==> src/design/rps_pkg.sv <==
// Package for the timed relay pattern sequencer.
// Holds table sizing, field widths, the action codes and the result type.
// No dependencies.
package rps_pkg;

  localparam int TABLE_DEPTH = 16;
  localparam int IDX_W       = $clog2(TABLE_DEPTH);
  localparam int LEN_W       = $clog2(TABLE_DEPTH + 1);
  localparam int CNT_W       = 17;
  localparam int RELAY_W     = 16;
  localparam int TIME_W      = 16;
  localparam int STEP_W      = 4;

  typedef enum logic [2:0] {
    ACT_TICK  = 3'd0,
    ACT_SET   = 3'd1,
    ACT_PAUSE = 3'd2,
    ACT_START = 3'd3,
    ACT_OFF   = 3'd4,
    ACT_WRITE = 3'd5,
    ACT_BEGIN = 3'd6,
    ACT_NOP   = 3'd7
  } action_t;

  typedef struct packed {
    logic [RELAY_W-1:0] relay_out;
    logic               running;
    logic [STEP_W-1:0]  current_step;
  } res_t;

endpackage

==> src/design/rps_if.sv <==
// Handshake channel interfaces for the relay pattern sequencer.
// Depends on rps_pkg for field widths.
interface rps_in_if import rps_pkg::*; ();
  logic               valid;
  logic               ready;
  logic [2:0]         action;
  logic [RELAY_W-1:0] relay_word;
  logic [TIME_W-1:0]  step_time;
  logic [3:0]         slot;
  logic [4:0]         seq_count;

  modport source (output valid, action, relay_word, step_time, slot, seq_count,
                  input ready);
  modport sink (input valid, action, relay_word, step_time, slot, seq_count,
                output ready);
endinterface

interface rps_out_if import rps_pkg::*; ();
  logic               valid;
  logic               ready;
  logic [RELAY_W-1:0] relay_out;
  logic               running;
  logic [STEP_W-1:0]  current_step;

  modport source (output valid, relay_out, running, current_step, input ready);
  modport sink (input valid, relay_out, running, current_step, output ready);
endinterface

==> src/design/timed_relay_pattern_sequencer_unit.sv <==
// Top level of the timed relay pattern sequencer.
// Depends on rps_pkg, rps_if, rps_core and rps_out_buf.
//
// Usage:
// in_bus carries one tick or command per beat (action, relay_word,
// step_time, slot, seq_count). out_bus returns exactly one result beat per
// input beat, in order: the relay pattern, the running flag and the step
// index as they stand after that input beat.
// A result is written into the result buffer when its input beat is taken
// and is presented on out_bus from there. Throughput is one beat per cycle
// while the receiver keeps out_bus.ready high; the step update is a single
// pass of logic over a 16-entry register table.
// A two-entry result buffer sits between the sequencer and out_bus. When the
// receiver stalls, one more input beat is still taken; in_bus.ready drops
// once both buffer entries hold results and rises again as they drain.
// Reset (rst_n low at a clock edge) clears the step table, the tick counter,
// the step index, the length, the relay pattern and the buffer at once; the
// block takes beats in the first cycle after reset.
module timed_relay_pattern_sequencer_unit import rps_pkg::*; (
  input logic   clk,
  input logic   rst_n,
  rps_in_if.sink    in_bus,
  rps_out_if.source out_bus
);

  logic fire;
  logic full;
  res_t res, out_data;

  assign in_bus.ready = !full;
  assign fire         = in_bus.valid && in_bus.ready;

  rps_core u_core (
    .clk        (clk),
    .rst_n      (rst_n),
    .fire       (fire),
    .action     (action_t'(in_bus.action)),
    .relay_word (in_bus.relay_word),
    .step_time  (in_bus.step_time),
    .slot       (in_bus.slot),
    .seq_count  (in_bus.seq_count),
    .res        (res)
  );

  rps_out_buf u_out_buf (
    .clk       (clk),
    .rst_n     (rst_n),
    .push      (fire),
    .push_data (res),
    .full      (full),
    .pop_valid (out_bus.valid),
    .pop_ready (out_bus.ready),
    .pop_data  (out_data)
  );

  assign out_bus.relay_out    = out_data.relay_out;
  assign out_bus.running      = out_data.running;
  assign out_bus.current_step = out_data.current_step;

  // Back-pressure on the input only comes from results that are waiting.
  a_ready_needs_backlog: assert property (@(posedge clk) disable iff (!rst_n)
    !in_bus.ready |-> out_bus.valid)
    else $error("input stalled with no result waiting");

  // A taken beat always leaves a result waiting on out_bus in the next cycle.
  a_result_follows: assert property (@(posedge clk) disable iff (!rst_n)
    fire |=> out_bus.valid)
    else $error("accepted beat produced no result");

  // A begin-sequence beat restarts at step zero and runs.
  a_begin_runs: assert property (@(posedge clk) disable iff (!rst_n)
    fire && (in_bus.action == ACT_BEGIN) |-> res.running && (res.current_step == '0))
    else $error("begin sequence did not start at step zero");

endmodule

==> src/design/rps_core.sv <==
// Sequencer state and per-beat update: step table, tick counter, step index,
// length and relay register. Depends on rps_pkg.
module rps_core import rps_pkg::*; (
  input  logic               clk,
  input  logic               rst_n,
  input  logic               fire,
  input  action_t            action,
  input  logic [RELAY_W-1:0] relay_word,
  input  logic [TIME_W-1:0]  step_time,
  input  logic [3:0]         slot,
  input  logic [4:0]         seq_count,
  output res_t               res
);

  logic [RELAY_W-1:0] pat_r [TABLE_DEPTH];
  logic [TIME_W-1:0]  dur_r [TABLE_DEPTH];
  logic [CNT_W-1:0]   cnt_r, cnt_nxt;
  logic [IDX_W-1:0]   step_r, step_nxt;
  logic [LEN_W-1:0]   len_r, len_nxt;
  logic               active_r, active_nxt;
  logic [RELAY_W-1:0] relay_r, relay_nxt;

  logic [IDX_W-1:0]   step_inc;
  logic [LEN_W-1:0]   eff_len, last;
  logic [TIME_W-1:0]  dur;
  logic               wr_en;

  assign step_inc = IDX_W'(step_r + 1'b1);
  assign dur      = dur_r[step_r];
  assign wr_en    = fire && (action == ACT_WRITE) && (int'(slot) < TABLE_DEPTH);

  // A stored length of zero behaves as a single step; one above the table depth is clamped to it.
  always_comb begin
    eff_len = len_r;
    if (len_r == '0) eff_len = LEN_W'(1);
    if (int'(len_r) > TABLE_DEPTH) eff_len = LEN_W'(TABLE_DEPTH);
    last = eff_len - LEN_W'(1);
  end

  always_comb begin
    cnt_nxt    = cnt_r;
    step_nxt   = step_r;
    len_nxt    = len_r;
    active_nxt = active_r;
    relay_nxt  = relay_r;
    case (action)
      ACT_TICK: begin
        if (active_r) begin
          if (cnt_r != {CNT_W{1'b1}}) cnt_nxt = cnt_r + CNT_W'(1);
          if (cnt_r > CNT_W'(dur)) begin
            cnt_nxt = '0;
            if (LEN_W'(step_r) >= last) begin
              active_nxt = 1'b0;
            end else begin
              step_nxt  = step_inc;
              relay_nxt = pat_r[step_inc];
              if (LEN_W'(step_r) + LEN_W'(1) >= last) active_nxt = 1'b0;
            end
          end
        end
      end
      ACT_SET:   relay_nxt = relay_word;
      ACT_PAUSE: active_nxt = 1'b0;
      ACT_START: active_nxt = 1'b1;
      ACT_OFF: begin
        relay_nxt  = '0;
        active_nxt = 1'b0;
      end
      ACT_BEGIN: begin
        if (seq_count == '0) len_nxt = LEN_W'(1);
        else if (int'(seq_count) > TABLE_DEPTH) len_nxt = LEN_W'(TABLE_DEPTH);
        else len_nxt = LEN_W'(seq_count);
        cnt_nxt    = '0;
        step_nxt   = '0;
        relay_nxt  = pat_r[0];
        active_nxt = 1'b1;
      end
      default: ;
    endcase
  end

  always_ff @(posedge clk) begin
    if (!rst_n) begin
      cnt_r    <= '0;
      step_r   <= '0;
      len_r    <= '0;
      active_r <= 1'b0;
      relay_r  <= '0;
      for (int i = 0; i < TABLE_DEPTH; i++) begin
        pat_r[i] <= '0;
        dur_r[i] <= '0;
      end
    end else if (fire) begin
      cnt_r    <= cnt_nxt;
      step_r   <= step_nxt;
      len_r    <= len_nxt;
      active_r <= active_nxt;
      relay_r  <= relay_nxt;
      if (wr_en) begin
        pat_r[IDX_W'(slot)] <= relay_word;
        dur_r[IDX_W'(slot)] <= step_time;
      end
    end
  end

  // The result shows the state after the beat.
  assign res.relay_out    = relay_nxt;
  assign res.running      = active_nxt;
  assign res.current_step = STEP_W'(step_nxt);

endmodule

==> src/design/rps_out_buf.sv <==
// Two-entry result buffer that decouples the sequencer from a stalling
// receiver. Depends on rps_pkg for res_t.
module rps_out_buf import rps_pkg::*; (
  input  logic clk,
  input  logic rst_n,
  input  logic push,
  input  res_t push_data,
  output logic full,
  output logic pop_valid,
  input  logic pop_ready,
  output res_t pop_data
);

  res_t       mem_r [2];
  logic       wr_ptr_r, rd_ptr_r;
  logic [1:0] count_r, count_nxt;
  logic       pop;

  assign full      = (count_r == 2'd2);
  assign pop_valid = (count_r != 2'd0);
  assign pop       = pop_valid && pop_ready;
  assign pop_data  = mem_r[rd_ptr_r];

  always_comb begin
    count_nxt = count_r;
    if (push && !pop) count_nxt = count_r + 2'd1;
    else if (!push && pop) count_nxt = count_r - 2'd1;
  end

  always_ff @(posedge clk) begin
    if (!rst_n) begin
      wr_ptr_r <= 1'b0;
      rd_ptr_r <= 1'b0;
      count_r  <= 2'd0;
    end else begin
      count_r <= count_nxt;
      if (push) wr_ptr_r <= ~wr_ptr_r;
      if (pop) rd_ptr_r <= ~rd_ptr_r;
    end
  end

  always_ff @(posedge clk) begin
    if (push) mem_r[wr_ptr_r] <= push_data;
  end

endmodule

==> src/flat_wrapper.sv <==
// flat-port wrapper written by rule: the top's interface ports become plain ports
module timed_relay_pattern_sequencer_unit_flat import rps_pkg::*;
  (clk, rst_n, in_bus_valid, in_bus_action, in_bus_relay_word, in_bus_step_time, in_bus_slot, in_bus_seq_count, in_bus_ready, out_bus_valid, out_bus_relay_out, out_bus_running, out_bus_current_step, out_bus_ready);
  rps_in_if in_bus_i ();
  rps_out_if out_bus_i ();
  input logic clk;
  input logic rst_n;
  input wire logic [$bits(in_bus_i.valid)-1:0] in_bus_valid;
  input wire logic [$bits(in_bus_i.action)-1:0] in_bus_action;
  input wire logic [$bits(in_bus_i.relay_word)-1:0] in_bus_relay_word;
  input wire logic [$bits(in_bus_i.step_time)-1:0] in_bus_step_time;
  input wire logic [$bits(in_bus_i.slot)-1:0] in_bus_slot;
  input wire logic [$bits(in_bus_i.seq_count)-1:0] in_bus_seq_count;
  output wire logic [$bits(in_bus_i.ready)-1:0] in_bus_ready;
  output wire logic [$bits(out_bus_i.valid)-1:0] out_bus_valid;
  output wire logic [$bits(out_bus_i.relay_out)-1:0] out_bus_relay_out;
  output wire logic [$bits(out_bus_i.running)-1:0] out_bus_running;
  output wire logic [$bits(out_bus_i.current_step)-1:0] out_bus_current_step;
  input wire logic [$bits(out_bus_i.ready)-1:0] out_bus_ready;
  assign in_bus_i.valid = in_bus_valid;
  assign in_bus_i.action = in_bus_action;
  assign in_bus_i.relay_word = in_bus_relay_word;
  assign in_bus_i.step_time = in_bus_step_time;
  assign in_bus_i.slot = in_bus_slot;
  assign in_bus_i.seq_count = in_bus_seq_count;
  assign in_bus_ready = in_bus_i.ready;
  assign out_bus_valid = out_bus_i.valid;
  assign out_bus_relay_out = out_bus_i.relay_out;
  assign out_bus_running = out_bus_i.running;
  assign out_bus_current_step = out_bus_i.current_step;
  assign out_bus_i.ready = out_bus_ready;
  timed_relay_pattern_sequencer_unit u_core (.clk(clk), .rst_n(rst_n), .in_bus(in_bus_i), .out_bus(out_bus_i));
endmodule
==> config.mk <==
export PLATFORM = sky130hd
export DESIGN_NAME = timed_relay_pattern_sequencer_unit_flat
export DESIGN_NICKNAME = d
export VERILOG_FILES = /design/src/design/rps_pkg.sv /design/src/design/rps_if.sv /design/src/design/timed_relay_pattern_sequencer_unit.sv /design/src/design/rps_core.sv /design/src/design/rps_out_buf.sv /design/src/flat_wrapper.sv
export SDC_FILE = /design/constraint.sdc
export NUM_CORES = 1
export LEC_CHECK = 0
export ABC_CLOCK_PERIOD_IN_PS = 6180
export BUFFER_PORTS_ARGS = -buffer_cell sky130_fd_sc_hd__buf_4
export CAP_MARGIN = 10
export CORE_ASPECT_RATIO = 1.75
export CORE_UTILIZATION = 48
export CTS_BUF_LIST = sky130_fd_sc_hd__clkbuf_16
export DETAILED_ROUTE_END_ITERATION = 10
export HOLD_SLACK_MARGIN = 0.1
export REMOVE_ABC_BUFFERS = 1
export SYNTH_ARGS = -nofsm -noshare
export SYNTH_HDL_FRONTEND = slang
export SYNTH_SLANG_ARGS = --single-unit
==> constraint.sdc <==
create_clock -name clk -period 6.18 [get_ports clk]
set_clock_uncertainty 0.2 [all_clocks]
set_input_delay 1.236 -clock clk [delete_from_list [all_inputs] [get_ports clk]]
set_output_delay 1.236 -clock clk [all_outputs]
set_load 0.03 [all_outputs]
# Word-level counts from Yosys, hierarchy flattened

Memory sizes are Yosys's and may differ from the RTL's. A register that Yosys moved wholly into a read port is not among the register bits.
Cells that the tools add are included.
Widths: inputs -> output; s select.

Register bits: 47
Latch bits: 0
Bits in writable memories: 554
ROM bits: 0
Bits of input ports: 48
Output and inout port bits: 23
Logic and storage cells: 94
Memories kept: 3

Add/sub/neg operators: 6
Multiply operators: 0
Div/mod/pow operators: 0
Order comparisons: 5
Equal/unequal tests: 10
Shift-type cells: 0
Muxes and demuxes: 40
Bitwise gates (word level): 2
Reduce and logical (&&, ||, !) cells: 20

Memories:

| memory                 | depth | bits a word | read ports | clocked after Yosys merged registers in | write ports | line              | source |
|---|---|---|---|---|---|---|---|
| u_core.u_core.dur_r    | 16    | 16          | 1          | 1                                       | 16          | rps_core.sv:16    | `logic [TIME_W-1:0] dur_r [TABLE_DEPTH];` |
| u_core.u_core.pat_r    | 16    | 16          | 2          | 0                                       | 16          | rps_core.sv:15    | `logic [RELAY_W-1:0] pat_r [TABLE_DEPTH];` |
| u_core.u_out_buf.mem_r | 2     | 21          | 1          | 1                                       | 1           | rps_out_buf.sv:14 | `res_t mem_r [2];` |

Operators with widths:

| cell                  | number |
|---|---|
| $mux 16               | 5 |
| $pmux 16 s4           | 1 |
| $mux 17               | 3 |
| $pmux 17 s2           | 1 |
| $reduce_or 16->1      | 2 |
| $mux 4                | 7 |
| $mux 5                | 4 |
| $add 17x1->17 const B | 1 |
| $gt 17x16->1          | 1 |
| $ne 17x17->1 const B  | 1 |
| $mux 1                | 15 |
| $gt 5x5->1 const B    | 2 |
| $logic_not 5->1       | 2 |
| $eq 3x3->1 const B    | 3 |
| $pmux 4 s2            | 1 |
| $eq 3x2->1 const B    | 2 |
| $reduce_bool 2->1     | 3 |
| $add 4x1->5 const B   | 1 |
| $ge 4x5->1            | 1 |
| $ge 5x5->1            | 1 |
| $logic_and 1x1->1     | 5 |
| $sub 5x1->5 const B   | 1 |
| $add 4x1->4 const B   | 1 |
| $mux 2                | 2 |
| 13 further kinds      | 17 |

# Logic depth before layout (Yosys ltp)

Gate-level depths: netlist of the first run.

Depth after elaboration: 11
Depth in mapped cells: 14
Gate-level depth less buffers: 10

# By module

From an unflattened synthesis of the first run, not the netlist that was laid out.

Cell total of the unflattened synthesis: 2011
Area total of the unflattened synthesis: 29064.1 µm²

Modules (own cells, without submodules):

| module                             | times used | cells an instance | area each (µm²) | seq. area each (µm²) |
|---|---|---|---|---|
| rps_core                           | 1          | 1922              | 27326.2         | 16315.6 |
| rps_out_buf                        | 1          | 87                | 1727.9          | 1361.3 |
| timed_relay_pattern_sequencer_unit | 1          | 2                 | 10.0            | 0.0 |

# Least setup slack after synthesis of the first run

Ideal clock, no wire load.

Path kind: input port to flip-flop
From: input port rst_n
To: memory u_core.u_core.dur_r[1][0] (enable)
Setup time: 466 ps
Arrival time: 4623 ps
Slack: 891 ps
Stages: 6
Buffers on the path: 2
Path through: clkbuf_1 -> nand3_2 -> nor3_2 -> or3b_1 -> buf_2 -> o21ai_0

RTL lines:

| item        | line              | source |
|---|---|---|
| from (decl) | flat_wrapper.sv:7 | `input logic rst_n;` |
| to (decl)   | rps_core.sv:16    |  |

==> impl_metrics.toml, run 1 <==
[grt]
grt_max_degree = 48
grt_antenna_before_repair = 1
grt_pass1_wl_mm = 114
grt_util_all_layers_pct = 25.8
grt_pass1_vias = 17600
grt-ovfl-total = 0

[timing]
fin_crit_ps = 4880
slew-limit-headroom_pct = 23.7
finalHoldViolCount = 0
setup_viol = 0
rsz0062_at_grt = "false"
fin_crit_sh_pct = 79.0
worstMarginPinSlew_ps = 1140
worst_slack_ps = 1300
fmax_mhz = 205
slew_viol_final = 0
finalSetupTns_ps = 0

[synthesis]
postSynthCellCount = 1939
ys_warn_count = 0
postSynthAreaPerCell_sq_um = 14.8
synth_edf_count = 554
yosysSeqAreaShare_pct = 61.7
ys_top_cells_by_area = "edfxtp_1 58%, mux4_2 13%, and2_1 11%"
synth_ff_type = "edfxtp_1"
synth_top_area_share_pct = 58.1
synth.largest_area_cell = "edfxtp_1"
synth-seq-cells = 606
async_reset_ff_share_pct = 0
syn-cell-area_sq_um = 28600
yosys-top-cells-count = "554 x edfxtp_1, 517 x and2_1, 160 x mux4_2"
yosysMostFrequentCell = "edfxtp_1"
ys_types = 74

[placement]
gp_congestion = 0.830
dp_hpwl_mm = 49.2
port_buffers = 70
post-place-ws_ps = 1020

[routing]
drtIter0Drc = 1139
via_per_inst = 5.96
routedWlPerCell_microns = 27.8
drt_wl_total_mm = 77.3
drc_errors = 0
ant_nets = 0
num_vias = 16600
first_pass_iters = 5

[cts]
postCtsHoldBufs = 0
postCtsSetupRepairBufs = 0
clock_latency_ps = 610
cts_resized = 0
clock_sinks = 606
cts-root-buf = "clkbuf_16"
cts_buffer_depth = 3
cts.reportedPaths.clkPinSlew_ps = 70
cts_tree = "built"
cts_made_buffers = 54
h-tree-depth = 2

[die]
rows = 118
die_y_microns = 325
num_io_pins = 71
core_sq_um = 59100
initial_utilization_pct = 48.5
die_width_microns = 187
die_area_sq_um = 60700

[pwr]
power.sequential.fraction_pct = 53.9
switchingPower_mw = 2.09
ir_drop_v = 0.000257
power.internal_mw = 6.70
p_clk_share_pct = 36.8
power_density_nw_per_um2 = 276
p_sw_share_pct = 23.8
fin_total_pwr_mw = 8.79
combPwrFrac_pct = 9.3
leakagePower_nw = 11.2

[setup_path]
cp.required_ps = 6350
end_kind = "flop"
path_max_fanout = 18
reg2regPathDepth = 12
reg2reg_to = "u_core.u_out_buf.mem_r[1][20]$_DFFE_PP_"
reg2reg_setup_slack_ps = 1300
arrival_ps = 5050
crit_type = "reg -> reg"
crit_path_start_kind = "flop"

[run]
cap_violations = 0

[status]
status = "finished, final reports clean"

[worst_hold_path]
holdCritStartpoint = "u_core.u_out_buf.count_r[1]$_SDFFE_PN0P_"
worstHoldPathType = "reg -> reg"
min_delay_path_depth = 2
min_to = "u_core.u_out_buf.count_r[1]$_SDFFE_PN0P_"

[layout]
area_growth_pct = 11.4
num-nets-final = 2033
utilization_pct = 54.0
insertedDiodeCount = 0
drive_gt1_share_pct = 21.5
layout by cell type, fill, tap and decap left out, drive strengths merged, types with 7 or more instances in the layout:
| master | netlist | layout |
|---|---|---|
| clkinv | 0 | 24 |
| buf | 39 | 123 |
| a21oi | 12 | 12 |
| a221oi | 33 | 33 |
| o31ai | 7 | 7 |
| edfxtp | 554 | 554 |
| and2 | 518 | 518 |
| or3 | 7 | 7 |
| o22a | 16 | 16 |
| nand2 | 36 | 36 |
| inv | 26 | 43 |
| dfxtp | 52 | 52 |
| nand3 | 21 | 21 |
| ha | 28 | 28 |
| o21ai | 36 | 36 |
| mux2 | 21 | 21 |
| mux4 | 160 | 160 |
| nand4 | 7 | 7 |
| nand2b | 13 | 13 |
| a211oi | 17 | 17 |
| o22ai | 25 | 25 |
| and3 | 9 | 9 |
| nor3 | 19 | 19 |
| a311oi | 17 | 17 |
| clkbuf | 122 | 55 |
| o21a | 19 | 19 |
| nor2 | 53 | 53 |
flip-flops by register name, indices dropped and copies added, names as in the netlist, named ones only:
register and cells:
u_core.u_core.active_r 1, u_core.u_out_buf.wr_ptr_r 1, u_core.u_core.dur_r 256, u_core.u_core.pat_r 256
u_core.u_core.step_r 4, u_core.u_out_buf.mem_r 42, u_core.u_out_buf.rd_ptr_r 1, u_core.u_core.relay_r 16
u_core.u_out_buf.count_r 2, u_core.u_core.len_r 5, u_core.u_core.cnt_r 17
worst max-delay path: stages, from the launching register on:
cell and delay (ps):
dfxtp_4 600, buf_4 380, mux4_2 540, mux4_2 490, inv_1 250, ha_1 290, and3_1 190, o21ai_1 130
a311oi_4 150, o32ai_4 550, nor2_1 210, buf_4 250, a221oi_1 390
power by group through the flow:
stage	sequential, mW	clock, mW	combinational, mW
floorplan	4.81	0	0.477
global placement	4.82	0	0.812
detailed placement	4.83	0	0.822
CTS	4.75	3.29	0.825
global route	4.76	3.41	0.872
finish	4.74	3.23	0.819
routing by layer:
| layer | GRT usage (%) | vias to the layer above | part of all wire, % | wire length (microns) |
|---|---|---|---|---|
| li1 | - | 7346 | - | - |
| met1 | 27.8 | 8536 | 35 | 27100 |
| met2 | 49.9 | 530 | 56 | 43500 |
| met3 | 2.64 | 161 | 4.1 | 3190 |
| met4 | 12.1 | 0 | 4.6 | 3540 |
| met5 | 0 | - | 0 | 0 |
per-stage QoR:
| stage | std cells | area, sq um | hold slack (ps) |
|---|---|---|---|
| 3_5_place_dp | 2679 | 30200 | 319 |
| 6_report | 2780 | 31900 | 323 |
| 3_3_place_gp | 2679 | 30200 | 285 |
| 4_1_cts | 2778 | 31900 | 328 |
| 2_1_floorplan | 1778 | 28000 | 265 |
| 5_1_grt | 2780 | 31900 | 342 |
area by class of cell:
cell class / count / area, sq um
clock buffers: 55 / 1380
clock inverters: 44 / 272
fillers: 4865 / 27200
inverters: 26 / 97.6
multi-input cells: 1146 / 10400
flip-flops and latches: 606 / 17700
well taps: 780 / 976
repair buffers: 123 / 1090
kinds of logic after synthesis:
family | count (synthesis) | share of synthesized area [%]
buf+inv | 187 | 2.69
fa+ha+maj | 30 | 1.30
xor+xnor | 7 | 0.267
compound gates | 210 | 5.46
flops | 606 | 61.7
simple gates | 713 | 15.0
other cells | 1 | 0.0131
mux | 185 | 13.6
worst max path at each step:
stage,from,end,cells after the start
after floorplan,flop,u_core.u_out_buf.mem_r[0][10]$_DFFE_PP_,10
after global placement,flop,u_core.u_out_buf.mem_r[0][12]$_DFFE_PP_,11
after detailed placement,flop,u_core.u_out_buf.mem_r[0][20]$_DFFE_PP_,11
after CTS,flop,u_core.u_out_buf.mem_r[1][20]$_DFFE_PP_,11
after global routing,flop,u_core.u_core.relay_r[7]$_SDFFE_PN0P_,11
final,flop,u_core.u_out_buf.mem_r[1][20]$_DFFE_PP_,12
Note: power is estimated with default switching activity, not from simulation.
==> run 2, diff against run 1 <==
- ABC_CLOCK_PERIOD_IN_PS: 6180 -> 5050
- clock period: 6.18 -> 5.05 ns (I/O delays scaled with it)
==> impl_metrics.toml, run 2 (synthesis gave the netlist of run 1 again) <==
[die]
die_area_sq_um = 60700
rows = 118
die_width_microns = 187
die_y_microns = 325
num_io_pins = 71
initial_utilization_pct = 48.5
core_sq_um = 59100

[routing]
via_per_inst = 6.00
drt_wl_total_mm = 75.7
drtIter0Drc = 1177
ant_nets = 0
routedWlPerCell_microns = 27.2
num_vias = 16700
first_pass_iters = 5
drc_errors = 0

[setup_path]
end_kind = "flop"
crit_path_start_kind = "flop"
crit_type = "reg -> reg"
path_max_fanout = 26
arrival_ps = 4910
cp.required_ps = 5290

[cts]
cts-root-buf = "clkbuf_16"
postCtsSetupRepairBufs = 0
cts_tree = "built"
cts_resized = 0
h-tree-depth = 2
clock_sinks = 606
clock_latency_ps = 610
postCtsHoldBufs = 0
cts_made_buffers = 54
cts_buffer_depth = 3
cts.reportedPaths.clkPinSlew_ps = 70

[pwr]
fin_total_pwr_mw = 10.9
ir_drop_v = 0.000374
leakagePower_nw = 11.3
power_density_nw_per_um2 = 340

[timing]
worstMarginPinSlew_ps = 1180
setup_viol = 0
slew-limit-headroom_pct = 20.6
finalHoldViolCount = 0
fin_crit_ps = 4680
slew_viol_final = 0
fmax_mhz = 214
fin_crit_sh_pct = 92.6
rsz0062_at_grt = "false"

[status]
status = "finished, final reports clean"

[grt]
grt-ovfl-total = 0
grt_util_all_layers_pct = 25.2
grt_antenna_before_repair = 0
grt_max_degree = 65
grt_pass1_vias = 17600
grt_pass1_wl_mm = 112

[placement]
dp_hpwl_mm = 46.9
placed_area_sq_um = 30300
port_buffers = 70
gp_congestion = 0.845

[layout]
reg_top3 = "u_core.u_core.dur_r: 256 flops, u_core.u_core.pat_r: 256 flops, u_core.u_out_buf.mem_r: 42 flops"
fill_cells = 4746
area_growth_pct = 11.7
regArea_sq_um = 17700
final_cell_mix = "554 x edfxtp_1, 517 x and2_1, 160 x mux4_2"
multi_input_comb_area_sq_um = 10400
drive_gt1_share_pct = 22.4
final_common_cell = "edfxtp_1"
fin_area_sq_um = 32000
num-nets-final = 2045

[worst_hold_path]
worstHoldPathType = "reg -> reg"

[run]
cap_violations = 0
run 2: cell types whose count changed in the layout (fill, tap and decap cells not counted), sizes merged:
cell	before	now
buf	123	135
clkinvlp	0	1
diode	0	2
inv	43	35
clkbuf	55	54
bufinv	3	6
run 2: per-stage QoR:
step	worst slack [ps]	TNS (ps)	hold WS [ps]	utilization, %	std cells
after floorplan	-1350	-96920	265	-	1778
after global placement	415	0	287	51.2	2692
after detailed placement	382	0	296	51.2	2692
after CTS	365	0	306	54.1	2786
after global routing	61.3	0	353	54.1	2787
final	375	0	304	54.2	2789
run 2: area by class of cell:
| type | instances | area share, % |
|---|---|---|
| Sequential cell | 606 | 55.3 |
| Multi-Input combinational cell | 1146 | 32.5 |
| Clock buffer | 54 | 4.23 |
| Timing Repair Buffer | 135 | 3.51 |
| Tap cell | 780 | 3.05 |
| Clock inverter | 40 | 1.11 |
| Inverter | 26 | 0.305 |
| Antenna cell | 2 | 0.0156 |
run 2: worst paths after layout:
check / start / to / slack, ps / cells past startpoint
worst min-delay path: u_core.u_out_buf.count_r[1]$_SDFFE_PN0P_ / u_core.u_out_buf.count_r[1]$_SDFFE_PN0P_ / 300 / 2
worst max-delay path: flop / u_core.u_core.relay_r[7]$_SDFFE_PN0P_ / 370 / 12
worst min register to register: u_core.u_out_buf.count_r[1]$_SDFFE_PN0P_ / u_core.u_out_buf.count_r[1]$_SDFFE_PN0P_ / 300 / 2
worst max register to register: flop / u_core.u_core.relay_r[7]$_SDFFE_PN0P_ / 370 / 12
run 2: report_power, final:
group / internal (mW) / switching (mW) / total [mW]
combinational: 0.369 / 0.620 / 0.988
sequential: 5.71 / 0.101 / 5.81
clock: 2.25 / 1.84 / 4.09
total: 8.32 / 2.56 / 10.9
run 2: per-layer routing:
metal / vias up / routed length (microns) / track usage [%]
li1: 7384 / - / -
met1: 8666 / 26800 / 27.0
met2: 523 / 43100 / 49.4
met3: 172 / 2790 / 2.66
met4: 0 / 3020 / 10.8
met5: - / 0 / 0
run 2: worst max-delay path: stages (launching register included):
cell and delay, ps:
dfxtp_4 540, buf_12 270, buf_4 190, mux4_2 500, mux4_2 470, inv_1 60
ha_1 140, and3_1 180, o21ai_1 110, a311oi_4 400, o32ai_4 220, nor3_2 1000
a211oi_1 190
